**config.mk**
```make
export PLATFORM = sky130hd
export DESIGN_NAME = cartridge_real_time_clock
export DESIGN_NICKNAME = d
export VERILOG_FILES = /design/src/hw/rtl/crtc_pkg.sv /design/src/hw/rtl/cartridge_real_time_clock.sv /design/src/hw/rtl/crtc_core.sv
export VERILOG_INCLUDE_DIRS = /design/src /design/src/hw/rtl
export SDC_FILE = /design/constraint.sdc
export NUM_CORES = 1
export LEC_CHECK = 0
export CORE_MARGIN = 2
export CORE_UTILIZATION = 50
export DETAILED_ROUTE_END_ITERATION = 7
export DONT_BUFFER_PORTS = 1
export GPL_ROUTABILITY_DRIVEN = 0
export GPL_TIMING_DRIVEN = 0
export PLACE_DENSITY = 0.65
export SLEW_MARGIN = 0
export SYNTH_ARGS = -nofsm -noshare
export SYNTH_HDL_FRONTEND = slang
export SYNTH_SLANG_ARGS = --single-unit
```
**constraint.sdc**
```tcl
create_clock -name clk -period 4.5 [get_ports clk]
set_input_delay 0.9 -clock clk [delete_from_list [all_inputs] [get_ports clk]]
set_output_delay 0.9 -clock clk [all_outputs]
set_load 0.05 [all_outputs]
```
**src/hw/rtl/cartridge_real_time_clock_macros.svh**
```systemverilog
// Assertion helpers shared by the clock RTL.
// Every check samples on clk and is disabled while rst_n is low.
`ifndef CARTRIDGE_REAL_TIME_CLOCK_MACROS_SVH
`define CARTRIDGE_REAL_TIME_CLOCK_MACROS_SVH

// Same-cycle implication.
`define CRTC_ASSERT_NOW(label, ante, cons) \
  label: assert property (@(posedge clk) disable iff (!rst_n) (ante) |-> (cons)) \
    else $error("clock check failed");

// Next-cycle implication.
`define CRTC_ASSERT_NEXT(label, ante, cons) \
  label: assert property (@(posedge clk) disable iff (!rst_n) (ante) |=> (cons)) \
    else $error("clock check failed");

`endif

```
**src/hw/rtl/crtc_pkg.sv**
```systemverilog
`timescale 1ns / 1ps

package crtc_pkg;

  localparam int TPS_W     = 24;
  localparam int SEC_W     = 6;
  localparam int MIN_W     = 6;
  localparam int HOUR_W    = 5;
  localparam int DAY_W     = 9;
  localparam int FUNC_W    = 2;
  localparam int IDX_W     = 3;
  localparam int DATA_W    = 8;

  localparam logic [TPS_W-1:0] TPS_RESET = 24'd32768;

  localparam logic [SEC_W-1:0]  SEC_LAST  = 6'd59;
  localparam logic [MIN_W-1:0]  MIN_LAST  = 6'd59;
  localparam logic [HOUR_W-1:0] HOUR_LAST = 5'd23;

  // Bit positions in the day high / flags byte
  localparam int DAY8_BIT  = 0;
  localparam int HALT_BIT  = 6;
  localparam int CARRY_BIT = 7;

  // Transaction functions
  localparam logic [FUNC_W-1:0] FN_TICK  = 2'd0;
  localparam logic [FUNC_W-1:0] FN_WRITE = 2'd1;
  localparam logic [FUNC_W-1:0] FN_LATCH = 2'd2;
  localparam logic [FUNC_W-1:0] FN_READ  = 2'd3;

  // Register indexes
  localparam logic [IDX_W-1:0] REG_SEC    = 3'd0;
  localparam logic [IDX_W-1:0] REG_MIN    = 3'd1;
  localparam logic [IDX_W-1:0] REG_HOUR   = 3'd2;
  localparam logic [IDX_W-1:0] REG_DAY_LO = 3'd3;
  localparam logic [IDX_W-1:0] REG_DAY_HI = 3'd4;

  typedef struct packed {
    logic [FUNC_W-1:0] func;
    logic [IDX_W-1:0]  reg_index;
    logic [DATA_W-1:0] wdata;
  } item_t;

endpackage

```
**src/hw/rtl/cartridge_real_time_clock.sv**
```systemverilog
`timescale 1ns / 1ps
`include "cartridge_real_time_clock_macros.svh"

// Cartridge real-time clock: prescaler, seconds, minutes, hours and a 9-bit
// day counter with sticky carry and halt. Takes one transaction per cycle
// while in_stall is low; each transaction gives exactly one result, held
// first in the input register and then in the result register. The
// counters update as a transaction moves from the input register to the
// result register, so a full result register held by out_stall backs up
// into in_stall only once the input register is also full. The prescaler
// divisor comes from cfg_wdata and resets to 32768; write it only while idle.
module cartridge_real_time_clock (
  input  logic                        clk,
  input  logic                        rst_n,
  input  logic                        cfg_wr_en,
  input  logic [crtc_pkg::TPS_W-1:0]  cfg_wdata,
  input  logic                        in_valid,
  output logic                        in_stall,
  input  logic [crtc_pkg::FUNC_W-1:0] in_func,
  input  logic [crtc_pkg::IDX_W-1:0]  in_reg_index,
  input  logic [crtc_pkg::DATA_W-1:0] in_wdata,
  output logic                        out_valid,
  input  logic                        out_stall,
  output logic [crtc_pkg::DATA_W-1:0] out_rdata
);

  logic                        in_full_r, in_full_nxt;
  crtc_pkg::item_t             item_r;
  logic                        out_valid_r, out_valid_nxt;
  logic [crtc_pkg::DATA_W-1:0] out_rdata_r;
  logic [crtc_pkg::DATA_W-1:0] core_rdata;
  logic                        accept;
  logic                        move;

  assign move     = in_full_r && (!out_valid_r || !out_stall);
  assign in_stall = in_full_r && out_valid_r && out_stall;
  assign accept   = in_valid && !in_stall;

  always_comb begin
    in_full_nxt = in_full_r;
    if (accept) begin
      in_full_nxt = 1'b1;
    end else if (move) begin
      in_full_nxt = 1'b0;
    end
  end

  always_comb begin
    out_valid_nxt = out_valid_r;
    if (move) begin
      out_valid_nxt = 1'b1;
    end else if (!out_stall) begin
      out_valid_nxt = 1'b0;
    end
  end

  always_ff @(posedge clk) begin
    if (!rst_n) begin
      in_full_r   <= 1'b0;
      out_valid_r <= 1'b0;
    end else begin
      in_full_r   <= in_full_nxt;
      out_valid_r <= out_valid_nxt;
    end
  end

  // Payload registers: hold item until it moves, hold result while stalled
  always_ff @(posedge clk) begin
    if (accept) begin
      item_r <= '{func: in_func, reg_index: in_reg_index, wdata: in_wdata};
    end
    if (move) begin
      out_rdata_r <= core_rdata;
    end
  end

  crtc_core u_core (
    .clk       (clk),
    .rst_n     (rst_n),
    .cfg_wr_en (cfg_wr_en),
    .cfg_wdata (cfg_wdata),
    .fire      (move),
    .item      (item_r),
    .rdata     (core_rdata)
  );

  assign out_valid = out_valid_r;
  assign out_rdata = out_rdata_r;

  `CRTC_ASSERT_NOW(a_stall_only_when_full, in_stall, in_full_r && out_valid_r)
  `CRTC_ASSERT_NEXT(a_move_makes_result, move, out_valid_r)

endmodule

```
**src/hw/rtl/crtc_core.sv**
```systemverilog
`timescale 1ns / 1ps
`include "cartridge_real_time_clock_macros.svh"

module crtc_core (
  input  logic                       clk,
  input  logic                       rst_n,
  input  logic                       cfg_wr_en,
  input  logic [crtc_pkg::TPS_W-1:0] cfg_wdata,
  input  logic                       fire,
  input  crtc_pkg::item_t            item,
  output logic [crtc_pkg::DATA_W-1:0] rdata
);

  logic [crtc_pkg::TPS_W-1:0]  tps_r;
  logic [crtc_pkg::TPS_W-1:0]  pre_r, pre_nxt;
  logic [crtc_pkg::SEC_W-1:0]  sec_r, sec_nxt;
  logic [crtc_pkg::MIN_W-1:0]  min_r, min_nxt;
  logic [crtc_pkg::HOUR_W-1:0] hour_r, hour_nxt;
  logic [crtc_pkg::DAY_W-1:0]  day_r, day_nxt;
  logic                        halt_r, halt_nxt;
  logic                        carry_r, carry_nxt;

  logic [crtc_pkg::SEC_W-1:0]  lat_sec_r, lat_sec_nxt;
  logic [crtc_pkg::MIN_W-1:0]  lat_min_r, lat_min_nxt;
  logic [crtc_pkg::HOUR_W-1:0] lat_hour_r, lat_hour_nxt;
  logic [crtc_pkg::DAY_W-1:0]  lat_day_r, lat_day_nxt;
  logic                        lat_halt_r, lat_halt_nxt;
  logic                        lat_carry_r, lat_carry_nxt;

  logic [crtc_pkg::TPS_W:0]    pre_inc, pre_wrap;
  logic                        sec_roll;
  logic                        sec_c, min_c, hour_c;
  logic [crtc_pkg::SEC_W-1:0]  sec_adv;
  logic [crtc_pkg::MIN_W-1:0]  min_adv;
  logic [crtc_pkg::HOUR_W-1:0] hour_adv;

  // Prescaler: one divisor subtracted at most per tick
  assign pre_inc  = {1'b0, pre_r} + (crtc_pkg::TPS_W+1)'(1);
  assign sec_roll = pre_inc >= {1'b0, tps_r};
  assign pre_wrap = sec_roll ? pre_inc - {1'b0, tps_r} : pre_inc;

  // Out-of-range values run up to the field max and wrap with no carry
  assign sec_c    = sec_r == crtc_pkg::SEC_LAST;
  assign min_c    = min_r == crtc_pkg::MIN_LAST;
  assign hour_c   = hour_r == crtc_pkg::HOUR_LAST;
  assign sec_adv  = sec_c  ? '0 : sec_r  + crtc_pkg::SEC_W'(1);
  assign min_adv  = min_c  ? '0 : min_r  + crtc_pkg::MIN_W'(1);
  assign hour_adv = hour_c ? '0 : hour_r + crtc_pkg::HOUR_W'(1);

  always_comb begin
    pre_nxt       = pre_r;
    sec_nxt       = sec_r;
    min_nxt       = min_r;
    hour_nxt      = hour_r;
    day_nxt       = day_r;
    halt_nxt      = halt_r;
    carry_nxt     = carry_r;
    lat_sec_nxt   = lat_sec_r;
    lat_min_nxt   = lat_min_r;
    lat_hour_nxt  = lat_hour_r;
    lat_day_nxt   = lat_day_r;
    lat_halt_nxt  = lat_halt_r;
    lat_carry_nxt = lat_carry_r;
    if (fire) begin
      case (item.func)
        crtc_pkg::FN_TICK: begin
          if (!halt_r) begin
            pre_nxt = pre_wrap[crtc_pkg::TPS_W-1:0];
            if (sec_roll) begin
              sec_nxt = sec_adv;
              if (sec_c) begin
                min_nxt = min_adv;
                if (min_c) begin
                  hour_nxt = hour_adv;
                  if (hour_c) begin
                    day_nxt = day_r + crtc_pkg::DAY_W'(1);
                    if (&day_r) begin
                      carry_nxt = 1'b1;
                    end
                  end
                end
              end
            end
          end
        end
        crtc_pkg::FN_WRITE: begin
          case (item.reg_index)
            crtc_pkg::REG_SEC: begin
              sec_nxt = item.wdata[crtc_pkg::SEC_W-1:0];
              pre_nxt = '0;
            end
            crtc_pkg::REG_MIN: begin
              min_nxt = item.wdata[crtc_pkg::MIN_W-1:0];
            end
            crtc_pkg::REG_HOUR: begin
              hour_nxt = item.wdata[crtc_pkg::HOUR_W-1:0];
            end
            crtc_pkg::REG_DAY_LO: begin
              day_nxt = {day_r[crtc_pkg::DAY_W-1], item.wdata};
            end
            crtc_pkg::REG_DAY_HI: begin
              day_nxt   = {item.wdata[crtc_pkg::DAY8_BIT], day_r[crtc_pkg::DAY_W-2:0]};
              halt_nxt  = item.wdata[crtc_pkg::HALT_BIT];
              carry_nxt = item.wdata[crtc_pkg::CARRY_BIT];
            end
            default: begin
              // drop writes to unknown registers
            end
          endcase
        end
        crtc_pkg::FN_LATCH: begin
          lat_sec_nxt   = sec_r;
          lat_min_nxt   = min_r;
          lat_hour_nxt  = hour_r;
          lat_day_nxt   = day_r;
          lat_halt_nxt  = halt_r;
          lat_carry_nxt = carry_r;
        end
        default: begin
        end
      endcase
    end
  end

  always_comb begin
    rdata = '0;
    if (item.func == crtc_pkg::FN_READ) begin
      case (item.reg_index)
        crtc_pkg::REG_SEC:    rdata = crtc_pkg::DATA_W'(lat_sec_r);
        crtc_pkg::REG_MIN:    rdata = crtc_pkg::DATA_W'(lat_min_r);
        crtc_pkg::REG_HOUR:   rdata = crtc_pkg::DATA_W'(lat_hour_r);
        crtc_pkg::REG_DAY_LO: rdata = lat_day_r[crtc_pkg::DATA_W-1:0];
        crtc_pkg::REG_DAY_HI: rdata = {lat_carry_r, lat_halt_r, 5'b0,
                                       lat_day_r[crtc_pkg::DAY_W-1]};
        default:              rdata = '0;
      endcase
    end
  end

  always_ff @(posedge clk) begin
    if (!rst_n) begin
      tps_r       <= crtc_pkg::TPS_RESET;
      pre_r       <= '0;
      sec_r       <= '0;
      min_r       <= '0;
      hour_r      <= '0;
      day_r       <= '0;
      halt_r      <= 1'b0;
      carry_r     <= 1'b0;
      lat_sec_r   <= '0;
      lat_min_r   <= '0;
      lat_hour_r  <= '0;
      lat_day_r   <= '0;
      lat_halt_r  <= 1'b0;
      lat_carry_r <= 1'b0;
    end else begin
      if (cfg_wr_en) begin
        tps_r <= cfg_wdata;
      end
      pre_r       <= pre_nxt;
      sec_r       <= sec_nxt;
      min_r       <= min_nxt;
      hour_r      <= hour_nxt;
      day_r       <= day_nxt;
      halt_r      <= halt_nxt;
      carry_r     <= carry_nxt;
      lat_sec_r   <= lat_sec_nxt;
      lat_min_r   <= lat_min_nxt;
      lat_hour_r  <= lat_hour_nxt;
      lat_day_r   <= lat_day_nxt;
      lat_halt_r  <= lat_halt_nxt;
      lat_carry_r <= lat_carry_nxt;
    end
  end

  `CRTC_ASSERT_NEXT(a_halt_freezes, fire && item.func == crtc_pkg::FN_TICK && halt_r, $stable(pre_r) && $stable(sec_r) && $stable(day_r))
  `CRTC_ASSERT_NEXT(a_sec_write_clears_pre, fire && item.func == crtc_pkg::FN_WRITE && item.reg_index == crtc_pkg::REG_SEC, pre_r == '0)
  `CRTC_ASSERT_NEXT(a_carry_sticky, carry_r && !(fire && item.func == crtc_pkg::FN_WRITE && item.reg_index == crtc_pkg::REG_DAY_HI), carry_r)

endmodule
```
# Word-level counts from Yosys, hierarchy flattened
# Index checks and enable logic that the tools add are counted.
totals:
  regBits: 127
  output_inout_bits: 10
  input_bits: 42
op_classes:
  mux: 42
  addsub: 6
  eq_ne: 24
  magnitude_cmp: 1
  n_reduce_logical: 22
ops:
  columns: ["cell", "count"]
  rows:
  - ["24-bit two-way mux", 3]
  - ["6-bit two-way mux", 9]
  - ["24-bit one-hot mux with 2 select lines", 1]
  - ["9-bit two-way mux", 5]
  - ["8-bit one-hot mux with 5 select lines", 1]
  - ["9-bit one-hot mux with 2 select lines", 2]
  - ["9-bit AND reduction", 4]
  - ["5-bit two-way mux", 6]
  - ["24-bit by 1-bit adder with 25-bit output, second input constant", 1]
  - ["25-bit by 24-bit greater-or-equal comparator with 1-bit output", 1]
  - ["6-bit one-hot mux with 2 select lines", 2]
  - ["24-bit subtractor", 1]
  - ["2-bit by 1-bit != test with 1-bit output, second input constant", 11]
  - ["6-bit by 1-bit adder with 6-bit output, second input constant", 2]
  - ["6-bit equality test, second input constant", 2]
  - ["1-bit two-way mux", 11]
  - ["5-bit one-hot mux with 2 select lines", 1]
  - ["9-bit by 1-bit adder with 9-bit output, second input constant", 1]
  - ["7-bit AND reduction", 1]
  - ["3-bit by 2-bit equality test with 1-bit output, second input constant", 2]
  - ["2-bit != test, second input constant", 3]
  - ["6-bit AND reduction", 1]
  - ["5-bit by 1-bit adder with 5-bit output, second input constant", 1]
  - ["5-bit equality test, second input constant", 1]
  - ["15 further kinds", 22]

# Logic depth before layout (Yosys ltp)
depth:
  word_depth: 8
  depth_mapped: 17

# By module
# From an unflattened synthesis, not the netlist that was laid out.
unflattened:
  hier_cells: 893
  area_unflattened_um2: 7498.4
by_module_without_submodules:
  columns: ["mod", "area_each_um2", "cells_per_inst", "seq_area_each_um2", "n_inst"]
  rows:
  - ["crtc_core", 6784.0, 864, 2082.0, 1]
  - ["cartridge_real_time_clock", 714.4, 29, 670.6, 1]

# Worst setup path before layout
# No wires, ideal clock.
synth_timing:
  path_kind: "register to register"
  startpoint: "register u_core.pre_r[0] (netlist bit)"
  endpoint: "register u_core.day_r[0] (netlist bit)"
  setup_ns: 0.119
  arrival_ns: 3.755
  required_ns: 4.381
  setup_slack_ns: 0.626
  stages_incl_launch_ff: 18
  path_cell_list: "dfxtp_1 > ha_1 > and3_2 > nand4_4 > nor2_1 > nand3_1 > nor2_1 > xor2_1 > ha_1 > and3_1 > a31oi_1 > a21boi_1 > a2111oi_4 > a211oi_4 > o211ai_4 > buf_6 > nor2_1 > o221a_1"
synth_via:
  elab_chain_cells: 4
synth_rtl:
  columns: ["item", "line", "text"]
  rows:
  - ["start: declaration", "crtc_core.sv:15", "logic [crtc_pkg::TPS_W-1:0] pre_r, pre_nxt;"]
  - ["start signal: assignment", "crtc_core.sv:160", "pre_r <= pre_nxt;"]
  - ["24-bit by 1-bit adder with 25-bit output", "crtc_core.sv:38", "assign pre_inc = {1'b0, pre_r} + (crtc_pkg::TPS_W+1)'(1);"]
  - ["25-bit by 24-bit greater-or-equal comparator with 1-bit output", "crtc_core.sv:39", "assign sec_roll = pre_inc >= {1'b0, tps_r};"]
  - ["2-bit by 1-bit != test with 1-bit output (no source line)", null, null]
  - ["9-bit AND reduction (no source line)", null, null]
  - ["end signal: assignment", "crtc_core.sv:164", "day_r <= day_nxt;"]
  - ["end: declaration", "crtc_core.sv:19", "logic [crtc_pkg::DAY_W-1:0] day_r, day_nxt;"]
# Every way passes these cells.
# A chain may end at the register's enable or synchronous reset.

# Final worst setup path
layout_timing:
  startpoint: "register u_core.pre_r[1] (netlist bit)"
  endpoint: "register u_core.pre_r[22] (netlist bit)"
layout_via:
  elab_chain_cells: 5
  elab_cells_between_ends: 6
  classes_between: "2 x add/sub; 1 x order compare; 3 x mux"
layout_rtl:
  columns: ["item", "line", "text"]
  rows:
  - ["24-bit by 1-bit adder with 25-bit output *", "crtc_core.sv:38", null]
  - ["24-bit subtractor / 25-bit by 24-bit greater-or-equal comparator with 1-bit output (equally long branches)", "crtc_core.sv:40, crtc_core.sv:39", null]
  - ["24-bit two-way mux *", "crtc_core.sv:40", "assign pre_wrap = sec_roll ? pre_inc - {1'b0, tps_r} : pre_inc;"]
  - ["24-bit two-way mux *", "crtc_core.sv:67", "if (!halt_r) begin"]
  - ["24-bit one-hot mux with 2 select lines *", "crtc_core.sv:65", "case (item.func)"]
# Mark *: on every way between the ends. The rest lies on a longest branch, timed or not. The select of a mux whose other input is x is not followed.

==> summary.md <==
| Metric | Value |
|---|---|
| CP Data Required Time | between 4 and 5 ns |
| Port bufs | 0 |
| Initial antenna violation count | 1 |
| FF+latch count, synth | 127 |
| DR vias | around 6600 |
| Vias in the first global route | 6552 |
| Finished Layout Cells | between 1000 and 1500 |
| P_leak | 3.25 nW |
| Clk pwr share | 49.8% |
| Die Y | 126 um |
| CTS H-tree lvls | 4 |
| Hold depth | 2 |
| Pins Over Slew Limit | 0 |
| Slew headroom | 36.8% |
| Inserted Clock Buffers | 17 |
| Final design utilization | 58.0% |
| Per-cell routed wire length | 18.9 um |
| Clock sink total | between 100 and 150 |
| DRT antenna net count | 0 |
| Initial Util | approximately 50% |
| Main flop type after synthesis | dfxtp_1 |
| Pin count of the biggest net entering global routing | 17 |
| Reg-to-reg endpoint | u_core.pre_r[22] |
| Synth Cell Area | 7480 sq um |
| Worst r2r path cells | 18 |
| P per Cell Area | 346 nW/um^2 |
| Top Ports | 52 |
| Yosys synthesis warning count | 0 |
| Flop2flop setup slack | 0.22 ns |
| Die ar. | about 16000 sq um |
| HP Class | reg2reg |
| MaxCap Viol Count | 0 |
| Cell area after layout | 8460 sq um |
| DRC | 0 |
| Final Setup Violations | 0 |
| Synth cell types | between 70 and 80 |
| # fillers | 1291 |
| Routed vias/inst | 6.03 |
| Critical path arrival | 4.63 ns |
| Max Fclk | ~0.23 GHz |
| Net count after synthesis | 942 |
| Worst setup EP type | flip-flop |
| Syn Area/Cell | 8.61 sq um |
| DP HPWL | 15.1 mm |
| Placement Rows | 44 |
| Global Route Usage Sum | 26.4% |
| Final wirelength | between 20 and 25 mm |
| Iter 0 DRT Violations | 588 |
| Clock buffer depth | 2 |
| Core area | 14600 sq um |
| DR pass1 iterations | 5 |
| Hold Path Origin | u_core.lat_hour_r[2] |
| # nets final | slightly below 1000 |
| P&R area growth vs syn | 13.0% |
| Crit share post-route | a little over nine tenths |
| Cells after synthesis | 869 |
| First-pass GRT wire length | 33.2 mm |
| Global route overflow | 0 |
| Pint | roughly 2.1 mW |
| EDFF count, synth | 21 |
| Chip width | between 100 and 150 um |
| Hold endpoint | u_core.lat_hour_r[2] |
| Worst Skew | 0.00908 ns |
| Gate power share | 8.9% |
| Share of post-route cells with drive strength above 1 | about 8.7% |
| Status | completed |
| Cell Area, Placed | between 7000 and 8000 sq um |
| Sw power | ~0.80 mW |
| Sw frac | 27.3% |
| Min Tclk post-route | approximately 4.3 ns |
| CTS tree | yes |
| Worst-path fanout max | 10 |
| Critical Setup Path Class | reg2reg |
| Register share of total power | 41.3% |
| Critical Path Start Type | flip-flop |
| VDD IR-drop max | approximately 0.28 mV |
| Final Hold Viols | 0 |
| Clock Root Buffer | clkbuf_16 |
| Post-synthesis sequential area ratio | 36.8% |
| Reg clk slew, reported paths | 0.07 ns |
| Asr flop ratio synth | 0% |
| Reg2Reg Launch Point | u_core.pre_r[1] |
| Slew @ Worst Pin | between 0.9 and 1 ns |
| Clk Latency, worst-skew pair | 0.44 ns |
| Placed cells | 1054 |
## placed cells by master, fill, tap and decap left out, types with 29 or more instances in the layout
master      n
nand2_1   135
dfxtp_1   105
mux2i_1    45
o21ai_0    39
a21oi_1    39
nor2b_1    38
nor2_1     38
inv_1      33
clkbuf_1   33
nand3_1    32
xnor2_1    29
ha_1       29
## power groups by stage
stage | Clock, mW | Combinational, mW | Sequential [mW]
2_1_floorplan | 0 | 0.194 | 1.23
4_1_cts | 1.47 | 0.257 | 1.21
3_3_place_gp | 0 | 0.248 | 1.23
6_report | 1.46 | 0.261 | 1.21
5_1_grt | 1.52 | 0.287 | 1.21
3_5_place_dp | 0 | 0.254 | 1.23
## worst max path at each step
stage / start / end / cells past startpoint / slack (ns)
2_1_floorplan: u_core.pre_r[0] / u_core.day_r[0] / 17 / 0.63
3_3_place_gp: u_core.pre_r[0] / u_core.pre_r[22] / 16 / -0.16
3_5_place_dp: u_core.pre_r[0] / u_core.pre_r[22] / 16 / -0.19
4_1_cts: u_core.pre_r[0] / u_core.pre_r[14] / 18 / 0.006
5_1_grt: u_core.pre_r[1] / u_core.pre_r[14] / 18 / -0.02
6_report: u_core.pre_r[1] / u_core.pre_r[22] / 18 / 0.22
## state kept, by name, indices dropped and copies added, names as in the netlist
name,cells
u_core.pre_r,24
u_core.tps_r,24
item_r,13
u_core.day_r,9
u_core.lat_day_r,9
out_rdata,8
u_core.lat_min_r,6
u_core.lat_sec_r,6
u_core.min_r,6
u_core.sec_r,6
u_core.hour_r,5
u_core.lat_hour_r,5
in_full_r,1
out_valid,1
u_core.carry_r,1
u_core.halt_r,1
u_core.lat_carry_r,1
u_core.lat_halt_r,1
## critical path: stages (launching register included)
cell and delay (ns):
dfxtp_1 0.39, ha_2 0.25, and3_2 0.27, nand4_4 0.18, nor2_4 0.19, nand3_1 0.18
nor2_1 0.18, xor2_1 0.26, ha_1 0.33, and3_1 0.24, a31oi_2 0.20, a21boi_1 0.13
a2111oi_4 0.33, buf_4 0.21, and2_4 0.17, buf_6 0.15, nand2_2 0.12, or3_1 0.33
o211ai_1 0.09
## stage by stage
stage | total power [mW] | setup TNS, ns | setup WS (ns) | hold slack [ns]
final | 2.93 | 0 | 0.223 | 0.471
after global routing | 3.02 | -0.0222 | -0.0182 | 0.503
after CTS | 2.94 | 0 | 0.00627 | 0.474
after detailed placement | 1.49 | -3.05 | -0.195 | 0.459
after global placement | 1.48 | -2.30 | -0.163 | 0.454
after floorplan | 1.42 | 0 | 0.626 | 0.438
## synth_stat cells (17+ instances only)
| cell | number | area share [%] |
|---|---|---|
| nand2_1 | 135 | 6.8 |
| a21oi_1 | 39 | 2.6 |
| xnor2_1 | 29 | 3.4 |
| xor2_1 | 17 | 2.0 |
| nand3_1 | 32 | 2.1 |
| a21boi_0 | 29 | 2.9 |
| mux2i_1 | 45 | 6.0 |
| dfxtp_1 | 106 | 28 |
| edfxtp_1 | 21 | 8.4 |
| nor2_1 | 39 | 2.0 |
| clkbuf_1 | 33 | 1.7 |
| nor2b_1 | 38 | 3.2 |
| o21ai_0 | 40 | 2.7 |
| inv_1 | 33 | 1.7 |
| ha_1 | 30 | 5.0 |
## timing repair
action,in CTS,in global routing
pin swaps,1,6
hold buffers,0,0
setup buffers,1,7
gates resized for setup,3,13
setup endpoints to repair,39,51
## routing by layer
| layer | up-vias | track usage (%) | part of all wire, % |
|---|---|---|---|
| met5 | - | 0 | 0 |
| met4 | 0 | 14.0 | 4.1 |
| met3 | 67 | 5.65 | 5.6 |
| met2 | 242 | 45.1 | 49 |
| met1 | 3149 | 31.1 | 41 |
| li1 | 3148 | - | - |
## area by class of cell
class                   count  area [sq um]  area share [%]
inverters                  33           124            1.46
well taps                 184           230            2.72
clock inverters            15           188            2.22
repair buffers              9          71.3           0.843
plain buffers              44           195            2.31
multi-input cells         665          4470            52.8
clock buffers              17           425            5.03
diodes                      1          2.50          0.0296
flip-flops and latches    127          2750            32.6
## cells by family after synthesis
logic type / count (synthesis) / share of synthesized area, %
AOI/OAI and AO/OA: 221 / 20.9
muxes: 46 / 6.17
DFF: 127 / 36.8
and+or+nand+nor: 321 / 21.3
buffers and inverters: 77 / 4.15
adders and majority gates: 31 / 5.28
xor gates and xnor gates: 46 / 5.38
(Power assumes the default switching activity.)
